$ cat config.mk
export PLATFORM = sky130hd
export DESIGN_NAME = decimal_string_to_int_saturating_core
export DESIGN_NICKNAME = d
export VERILOG_FILES = /design/src/hdl/dsi_pkg.sv /design/src/hdl/dsi_step.sv /design/src/hdl/decimal_string_to_int_saturating_core.sv
export SDC_FILE = /design/constraint.sdc
export NUM_CORES = 1
export LEC_CHECK = 0
export ABC_CLOCK_PERIOD_IN_PS = 6300
export BUFFER_PORTS_ARGS = -buffer_cell sky130_fd_sc_hd__buf_4
export CORE_MARGIN = 1.5
export CORE_UTILIZATION = 28
export CTS_BUF_LIST = sky130_fd_sc_hd__clkbuf_16
export CTS_CLUSTER_SIZE = 14
export DETAILED_ROUTE_END_ITERATION = 12
export PLACE_DENSITY = 0.56
export SLEW_MARGIN = 40
export SYNTH_ARGS = -nofsm -noshare
export SYNTH_HDL_FRONTEND = slang
export SYNTH_HIERARCHICAL = 1
export SYNTH_SLANG_ARGS = --single-unit
$ cat constraint.sdc
create_clock -name clk -period 6.3 [get_ports clk]
set_clock_uncertainty 0.15 [all_clocks]
set_input_delay 0.945 -clock clk [delete_from_list [all_inputs] [get_ports clk]]
set_output_delay 0.945 -clock clk [all_outputs]
set_load 0.005 [all_outputs]
$ cat src/hdl/dsi_pkg.sv
// shared types and constants for the decimal string to integer converter
// no dependencies; used by dsi_step, decimal_string_to_int_saturating_core and the testbench
package dsi_pkg;

  localparam int COUNT_BITS_DEFAULT = 16;
  localparam int CHARS_W            = 16;
  localparam int VALUE_W            = 64;
  localparam int TYPE_W             = 3;
  localparam int ADDR_W             = 3;
  localparam int DATA_W             = 32;

  // register map
  localparam logic [ADDR_W-1:0] REG_TARGET_TYPE = 3'd0;

  // clamp target codes
  localparam logic [TYPE_W-1:0] TT_U16 = 3'd0;
  localparam logic [TYPE_W-1:0] TT_U32 = 3'd1;
  localparam logic [TYPE_W-1:0] TT_U64 = 3'd2;
  localparam logic [TYPE_W-1:0] TT_I16 = 3'd3;
  localparam logic [TYPE_W-1:0] TT_I32 = 3'd4;
  localparam logic [TYPE_W-1:0] TT_I64 = 3'd5;

  localparam logic [TYPE_W-1:0] TARGET_TYPE_RESET = TT_U64;

  // character codes
  localparam logic [7:0] CH_NUL   = 8'd0;
  localparam logic [7:0] CH_TAB   = 8'd9;
  localparam logic [7:0] CH_CR    = 8'd13;
  localparam logic [7:0] CH_SPACE = 8'd32;
  localparam logic [7:0] CH_PLUS  = 8'd43;
  localparam logic [7:0] CH_MINUS = 8'd45;
  localparam logic [7:0] CH_ZERO  = 8'd48;
  localparam logic [7:0] CH_NINE  = 8'd57;

  // magnitude of the most negative value for each signed target
  localparam logic [VALUE_W-1:0] NEGABS_I16 = 64'd32768;
  localparam logic [VALUE_W-1:0] NEGABS_I32 = 64'd2147483648;
  localparam logic [VALUE_W-1:0] NEGABS_I64 = 64'h8000_0000_0000_0000;

  localparam logic [VALUE_W-1:0] MAX_U16 = 64'h0000_0000_0000_FFFF;
  localparam logic [VALUE_W-1:0] MAX_U32 = 64'h0000_0000_FFFF_FFFF;

  typedef enum logic [3:0] {
    PH_SPACE  = 4'b0001,
    PH_SIGN   = 4'b0010,
    PH_DIGITS = 4'b0100,
    PH_DRAIN  = 4'b1000
  } phase_t;

  typedef struct packed {
    logic [VALUE_W-1:0] value_bits;
    logic               parsed_ok;
    logic [CHARS_W-1:0] chars_used;
  } result_t;

endpackage

$ cat src/hdl/dsi_step.sv
// parser state and per-character update: whitespace, sign, digit accumulation, clamp
// depends on dsi_pkg
module dsi_step #(
  parameter int COUNT_BITS = dsi_pkg::COUNT_BITS_DEFAULT
) (
  input  logic                        clk,
  input  logic                        rst,
  input  logic                        accept,
  input  logic [7:0]                  char_in,
  input  logic [dsi_pkg::TYPE_W-1:0]  target_type,
  output logic                        res_valid,
  output dsi_pkg::result_t            res
);

  dsi_pkg::phase_t              phase, phase_next;
  logic                         negative_flag, negative_flag_next;
  logic [dsi_pkg::VALUE_W-1:0]  magnitude, magnitude_next;
  logic [COUNT_BITS-1:0]        char_count, char_count_next;

  logic                         is_digit, is_space;
  logic [3:0]                   digit;
  logic [dsi_pkg::VALUE_W+3:0]  mag_x10;
  logic [COUNT_BITS-1:0]        count_inc;
  logic [dsi_pkg::VALUE_W-1:0]  clamped;
  logic [dsi_pkg::CHARS_W-1:0]  count_out;
  logic [dsi_pkg::VALUE_W-1:0]  negabs;
  logic                         is_signed;

  assign is_digit = (char_in inside {[dsi_pkg::CH_ZERO:dsi_pkg::CH_NINE]});
  assign is_space = (char_in inside {[dsi_pkg::CH_TAB:dsi_pkg::CH_CR], dsi_pkg::CH_SPACE});
  assign digit    = 4'(char_in - dsi_pkg::CH_ZERO);

  // m*10 + d as two shifts and adds; any carry above bit 63 means saturation
  assign mag_x10 = ({4'b0, magnitude} << 3) + ({4'b0, magnitude} << 1)
                   + {{dsi_pkg::VALUE_W{1'b0}}, digit};

  assign count_inc = (char_count == {COUNT_BITS{1'b1}}) ? char_count
                                                         : char_count + COUNT_BITS'(1);

  generate
    if (COUNT_BITS > dsi_pkg::CHARS_W) begin : g_count_sat
      assign count_out = (|char_count[COUNT_BITS-1:dsi_pkg::CHARS_W])
                         ? {dsi_pkg::CHARS_W{1'b1}}
                         : char_count[dsi_pkg::CHARS_W-1:0];
    end else begin : g_count_ext
      assign count_out = dsi_pkg::CHARS_W'(char_count);
    end
  endgenerate

  // clamp the stored magnitude to the selected target
  always_comb begin
    negabs    = dsi_pkg::NEGABS_I64;
    is_signed = 1'b0;
    clamped   = magnitude;
    case (target_type)
      dsi_pkg::TT_U16: clamped = (magnitude > dsi_pkg::MAX_U16) ? dsi_pkg::MAX_U16 : magnitude;
      dsi_pkg::TT_U32: clamped = (magnitude > dsi_pkg::MAX_U32) ? dsi_pkg::MAX_U32 : magnitude;
      dsi_pkg::TT_I16: begin
        negabs    = dsi_pkg::NEGABS_I16;
        is_signed = 1'b1;
      end
      dsi_pkg::TT_I32: begin
        negabs    = dsi_pkg::NEGABS_I32;
        is_signed = 1'b1;
      end
      dsi_pkg::TT_I64: begin
        negabs    = dsi_pkg::NEGABS_I64;
        is_signed = 1'b1;
      end
      default: clamped = magnitude;
    endcase
    if (is_signed) begin
      if (!negative_flag) begin
        clamped = (magnitude >= negabs) ? negabs - 64'd1 : magnitude;
      end else if (magnitude > negabs) begin
        clamped = '0 - negabs;
      end else begin
        clamped = '0 - magnitude;
      end
    end
  end

  always_comb begin
    phase_next         = phase;
    negative_flag_next = negative_flag;
    magnitude_next     = magnitude;
    char_count_next    = char_count;
    res_valid          = 1'b0;
    res                = '0;
    if (accept) begin
      if (phase == dsi_pkg::PH_DRAIN) begin
        if (char_in == dsi_pkg::CH_NUL) begin
          phase_next = dsi_pkg::PH_SPACE;
        end
      end else if (is_digit) begin
        if (phase != dsi_pkg::PH_DIGITS) begin
          magnitude_next = {{(dsi_pkg::VALUE_W-4){1'b0}}, digit};
        end else if (|mag_x10[dsi_pkg::VALUE_W+3:dsi_pkg::VALUE_W]) begin
          magnitude_next = {dsi_pkg::VALUE_W{1'b1}};
        end else begin
          magnitude_next = mag_x10[dsi_pkg::VALUE_W-1:0];
        end
        phase_next      = dsi_pkg::PH_DIGITS;
        char_count_next = count_inc;
      end else if (phase == dsi_pkg::PH_SPACE && is_space) begin
        char_count_next = count_inc;
      end else if (phase == dsi_pkg::PH_SPACE &&
                   (char_in == dsi_pkg::CH_PLUS || char_in == dsi_pkg::CH_MINUS)) begin
        negative_flag_next = (char_in == dsi_pkg::CH_MINUS);
        phase_next         = dsi_pkg::PH_SIGN;
        char_count_next    = count_inc;
      end else begin
        // stop character ends the number
        res_valid = 1'b1;
        if (phase == dsi_pkg::PH_DIGITS) begin
          res.value_bits = clamped;
          res.parsed_ok  = 1'b1;
          res.chars_used = count_out;
        end
        negative_flag_next = 1'b0;
        magnitude_next     = '0;
        char_count_next    = '0;
        phase_next = (char_in == dsi_pkg::CH_NUL) ? dsi_pkg::PH_SPACE : dsi_pkg::PH_DRAIN;
      end
    end
  end

  always_ff @(posedge clk) begin
    if (rst) begin
      phase         <= dsi_pkg::PH_SPACE;
      negative_flag <= 1'b0;
      magnitude     <= '0;
      char_count    <= '0;
    end else begin
      phase         <= phase_next;
      negative_flag <= negative_flag_next;
      magnitude     <= magnitude_next;
      char_count    <= char_count_next;
    end
  end

endmodule

$ cat src/hdl/decimal_string_to_int_saturating_core.sv
// top level: apb register, character input, two-entry result buffer
// depends on dsi_pkg and dsi_step
//
//   channel | direction | handshake              | payload
//   --------+-----------+------------------------+------------------------------------
//   input   | in        | in_valid / in_stall    | char_in
//   output  | out       | out_valid / out_stall  | value_bits, parsed_ok, chars_used
//   config  | in/out    | psel, penable, pready  | paddr, pwdata, prdata (target_type)
//
// one character per cycle while in_stall is low; the result for an accepted stop
// character is formed combinationally and registered in a result entry
// a skid entry behind the result register keeps input open while one result waits
// in_stall rises only when both result entries are full
// reset is synchronous; target_type returns to u64
module decimal_string_to_int_saturating_core #(
  parameter int COUNT_BITS = dsi_pkg::COUNT_BITS_DEFAULT
) (
  input  logic                        clk,
  input  logic                        rst,
  input  logic                        in_valid,
  output logic                        in_stall,
  input  logic [7:0]                  char_in,
  output logic                        out_valid,
  input  logic                        out_stall,
  output logic [dsi_pkg::VALUE_W-1:0] value_bits,
  output logic                        parsed_ok,
  output logic [dsi_pkg::CHARS_W-1:0] chars_used,
  input  logic                        psel,
  input  logic                        penable,
  input  logic                        pwrite,
  input  logic [dsi_pkg::ADDR_W-1:0]  paddr,
  input  logic [dsi_pkg::DATA_W-1:0]  pwdata,
  output logic [dsi_pkg::DATA_W-1:0]  prdata,
  output logic                        pready
);

  logic [dsi_pkg::TYPE_W-1:0] target_type;
  logic                       accept;
  logic                       res_valid;
  dsi_pkg::result_t           res;
  dsi_pkg::result_t           out_res, skid_res;
  logic                       skid_valid;
  logic                       take;

  assign pready = 1'b1;
  assign prdata = (paddr == dsi_pkg::REG_TARGET_TYPE)
                  ? dsi_pkg::DATA_W'(target_type) : '0;

  always_ff @(posedge clk) begin
    if (rst) begin
      target_type <= dsi_pkg::TARGET_TYPE_RESET;
    end else if (psel && penable && pwrite && pready &&
                 paddr == dsi_pkg::REG_TARGET_TYPE) begin
      target_type <= pwdata[dsi_pkg::TYPE_W-1:0];
    end
  end

  assign in_stall = skid_valid;
  assign accept   = in_valid && !in_stall;
  assign take     = out_valid && !out_stall;

  dsi_step #(
    .COUNT_BITS (COUNT_BITS)
  ) u_step (
    .clk         (clk),
    .rst         (rst),
    .accept      (accept),
    .char_in     (char_in),
    .target_type (target_type),
    .res_valid   (res_valid),
    .res         (res)
  );

  always_ff @(posedge clk) begin
    if (rst) begin
      out_valid  <= 1'b0;
      skid_valid <= 1'b0;
    end else if (out_valid && !take) begin
      // result register held; a new result parks in the skid entry
      if (res_valid) begin
        skid_valid <= 1'b1;
      end
    end else if (skid_valid) begin
      out_valid  <= 1'b1;
      skid_valid <= 1'b0;
    end else begin
      out_valid <= res_valid;
    end
  end

  always_ff @(posedge clk) begin
    if (out_valid && !take) begin
      if (res_valid) begin
        skid_res <= res;
      end
    end else if (skid_valid) begin
      out_res <= skid_res;
    end else if (res_valid) begin
      out_res <= res;
    end
  end

  assign value_bits = out_res.value_bits;
  assign parsed_ok  = out_res.parsed_ok;
  assign chars_used = out_res.chars_used;

`ifndef SYNTHESIS
  a_skid_behind_out: assert property (@(posedge clk) disable iff (rst)
    skid_valid |-> out_valid)
    else $error("skid entry full while result register empty");

  a_fail_is_zero: assert property (@(posedge clk) disable iff (rst)
    (out_valid && !parsed_ok) |-> (value_bits == '0 && chars_used == '0))
    else $error("failed parse carries nonzero value or count");

  a_skid_moves_up: assert property (@(posedge clk) disable iff (rst)
    (skid_valid && !out_stall) |=> (out_valid && !skid_valid))
    else $error("skid entry did not advance after transaction");

  a_ok_has_count: assert property (@(posedge clk) disable iff (rst)
    (out_valid && parsed_ok) |-> (chars_used != '0))
    else $error("successful parse reports zero characters");
`endif

endmodule

==> results.json <==
{
  "outcome": "complete, no violations",
  "first_iter_violations": 1447,
  "finalCoreUtilization_pct": 31.9,
  "synth-seq-cells": 252,
  "critPathSlowestCell": "ha_1",
  "grt_setup_unrepaired": "false",
  "cellLeakagePower_nw": 8.43,
  "postSynthCellCount": 2097,
  "critPathMostFrequentCell": "nand2_1",
  "post_drt_via_cell_ratio": 5.60,
  "num_vias": 16900,
  "start_kind": "flop",
  "cts.path.max_buffers": 3,
  "globalRouteMet1Util_pct": 22.8,
  "die_ar_sq_um": 67800,
  "timing.critical_path.from": "target_type[1]$_SDFFE_PP1P_",
  "antenna_found_initial": 1,
  "critical_register_to_register_path_startpoint": "target_type[1]$_SDFFE_PP1P_",
  "slew_headroom_pct": 48.2,
  "logic_depth_of_the_worst_setup_path_including_buffers": 19,
  "remaining_drc_errors": 0,
  "crit_end": "value_bits[48]$_DFFE_PP_",
  "first_global_vias": 16200,
  "required_ns": 6.45,
  "synthesis.yosys.warnings": 6,
  "clk-insertion-delay-late_ns": 0.56,
  "globalRouteOverflowTotal": 0,
  "critical_path.endpoint_type": "flop",
  "synth_edf_count": 162,
  "routabilityCongestion": 0.959,
  "reg2reg_depth": 19,
  "power.ir.vdd_worst_v": 0.000171,
  "postCtsResizedCells": 0,
  "regToRegEndpoint": "value_bits[48]$_DFFE_PP_",
  "synth_top_cell_area_share_pct": 26.2,
  "grt_util_met2_pct": 27.6,
  "count_of_pins_over_their_slew_limit": 0,
  "synthTopCellsByArea": "edfxtp_1 26%, dfxtp_1 9.7%, ha_1 9.0%, a21oi_1 6.3%, mux2_2 4.4%",
  "final_net_count": 2323,
  "core_region_area_sq_um": 65600,
  "setup_tns_ns": 0,
  "cts.clk_slew.worst_paths_ns": 0.06,
  "slowest_cell_delay_on_critical_path_ns": 0.55,
  "cts.sink_count": 252,
  "grt_use_total_pct": 16.9,
  "globalRoute.busiestLayer": "met2",
  "initial_core_utilization_pct": 28.3,
  "flow.area_growth_from_synthesis_pct": 12.8,
  "worst_path_dominant_cell_family": "compound AO/OA/AOI/OAI gates",
  "tightestPinTransition_ns": 0.758,
  "ant_nets": 0,
  "post_cts_buffers": 0,
  "hold_viol_final": 0,
  "io_pins": 166,
  "average_detailed_routed_wire_length_per_instance_um": 19.6,
  "post_cts_hold_buffer_count": 0,
  "worst_ep_arrival_time_ns": 5.39,
  "power-per-cell-area_nw_per_um2": 167,
  "synth_cell_types": 84,
  "drive_above_1_share_pct": 14.3,
  "critical_path_buf_inv_count": 2,
  "rrSetupSlack_ns": 1.06,
  "timing.final.crit_period_ns": 5.24,
  "hold_slack_ns": 0.327,
  "setup_viol_count_final": 0,
  "syn_area_sq_um": 18600,
  "cts_tree": "yes",
  "chipWidth_um": 260,
  "detailedPlacementHpwl_mm": 43.9,
  "row_count": 94,
  "cts_max_level": 1,
  "grt_max_degree": 76,
  "ys_seq_area_share_pct": 35.9,
  "root_buffer": "clkbuf_16",
  "crit_path_cell_trace": "inv_1 -> nand2_1 -> or2_2 -> nand2_1 -> ha_1 -> nand2_1 -> a31o_2 -> and3b_1 -> nand2_1 -> ha_1 -> and3_1 -> o2111ai_1 -> o2bb2a_4 -> nor2_1 -> buf_4 -> a221o_1 -> a21oi_1 -> nor2_1 -> mux2_2",
  "met3_usage_pct": 1.78,
  "achievable_frequency_ghz": 0.191,
  "synth.avg_cell_area_sq_um": 8.85,
  "drt_pre_antenna_iters": 5,
  "ys_dominant_reg_cell": "edfxtp_1",
  "io_buffer_count": 106,
  "cts-buffers-inserted": 25,
  "critical_path_peak_fanout": 27,
  "synth_top_area_cell": "edfxtp_1",
  "antenna-diode-count": 0,
  "worstSetupPathType": "flop to flop",
  "synth-async-reset-ratio_pct": 0,
  "final_worst_path_cycle_share_pct": 83.3,
  "timing.max_cap.violations": 0,
  "wl_mm": 59.1,
  "fin_ws_ns": 1.06,
  "detailedPlace.worstSlack_ns": 0.889,
  "die_y_um": 260,
  "grt_pass1_wl_mm": 92.2,
  "hold_path_class": "flop to flop"
}
==> metrics by stage <==
step / std cells / area [sq um] / total power [mW]
after global placement: 2975 / 20100 / 2.11
final: 3021 / 20900 / 3.49
after detailed placement: 2975 / 20200 / 2.12
after global routing: 3021 / 20900 / 3.62
after floorplan: 2125 / 18700 / 2.01
after CTS: 3021 / 20900 / 3.54
==> per-layer routing <==
metal,wire (um),part of all wire [%]
met1,26200,44
met5,13,0.022
met4,2100,3.6
met3,3620,6.1
met2,27100,46
==> placed cells by master, fill, tap and decap left out, types with 47 or more instances in the layout <==
cell type	n
nand3_1	47
buf_4	159
ha_1	133
o21ai_0	129
a21oi_1	230
nor3_1	99
dfxtp_1	88
mux2_2	73
edfxtp_1	162
nand2_1	191
nor2_1	144
==> worst min path at each step <==
| stage | start | to | slack, ns | depth (start not counted) |
|---|---|---|---|---|
| 2_1_floorplan | u_step/phase[3]$_SDFFE_PP0P_ | u_step/phase[3]$_SDFFE_PP0P_ | 0.30 | 2 |
| 3_3_place_gp | u_step/phase[3]$_SDFFE_PP0P_ | u_step/phase[3]$_SDFFE_PP0P_ | 0.32 | 2 |
| 3_5_place_dp | u_step/phase[3]$_SDFFE_PP0P_ | u_step/phase[3]$_SDFFE_PP0P_ | 0.33 | 2 |
| 4_1_cts | u_step/phase[3]$_SDFFE_PP0P_ | u_step/phase[3]$_SDFFE_PP0P_ | 0.34 | 2 |
| 5_1_grt | u_step/phase[3]$_SDFFE_PP0P_ | u_step/phase[3]$_SDFFE_PP0P_ | 0.36 | 2 |
| 6_report | u_step/phase[3]$_SDFFE_PP0P_ | u_step/phase[3]$_SDFFE_PP0P_ | 0.33 | 2 |
==> layout make-up <==
type	count	area, sq um
Clock buffer	25	626
Clock inverter	21	126
Fill cell	6808	44700
Inverter	24	90.1
Multi-Input combinational cell	1673	11100
Sequential cell	252	6670
Tap cell	864	1080
Timing Repair Buffer	162	1240
==> registers in the layout, indices dropped and copies added, names as in the netlist <==
signal and flops:
u_step/magnitude 64, u_step/phase 4, out_valid 1, chars_used 16, u_step/char_count 16, parsed_ok 1, target_type 3, in_stall 1
value_bits 64, skid_res 81, u_step/negative_flag 1
==> tightest hold or removal path: stages, from the launching register on <==
cell and delay, ns:
dfxtp_1 0.33, nand2_1 0.06, a21oi_1 0.05
==> cell families (layout without fill, tap and decap cells) <==
group	after synthesis	count (layout)	share of synthesized area [%]
AND/OR/NAND/NOR	674	674	17.7
AO/OA/AOI/OAI	671	671	23.1
flip-flops	252	252	35.9
buffers and inverters	200	232	5.23
adder cells (fa/ha/maj)	135	135	9.18
multiplexers	86	86	5.19
XOR/XNOR	77	77	3.63
other	2	30	0.0405
==> cells in the mapped netlist, types with 40 or more instances <==
| cell | number |
|---|---|
| mux2_2 | 73 |
| a21oi_1 | 232 |
| nor3_1 | 99 |
| nor2_1 | 145 |
| o21ai_0 | 129 |
| edfxtp_1 | 162 |
| nand3_1 | 47 |
| o31ai_1 | 40 |
| dfxtp_1 | 90 |
| nand2_1 | 192 |
| ha_1 | 133 |
| clkbuf_1 | 119 |
| xnor2_1 | 43 |
==> power breakdown <==
| group | internal [mW] | switching [mW] |
|---|---|---|
| clock network | 0.762 | 0.647 |
| registers | 1.82 | 0.0213 |
| logic | 0.101 | 0.137 |
| total | 2.68 | 0.805 |
Power figures use the tool's default switching activity.
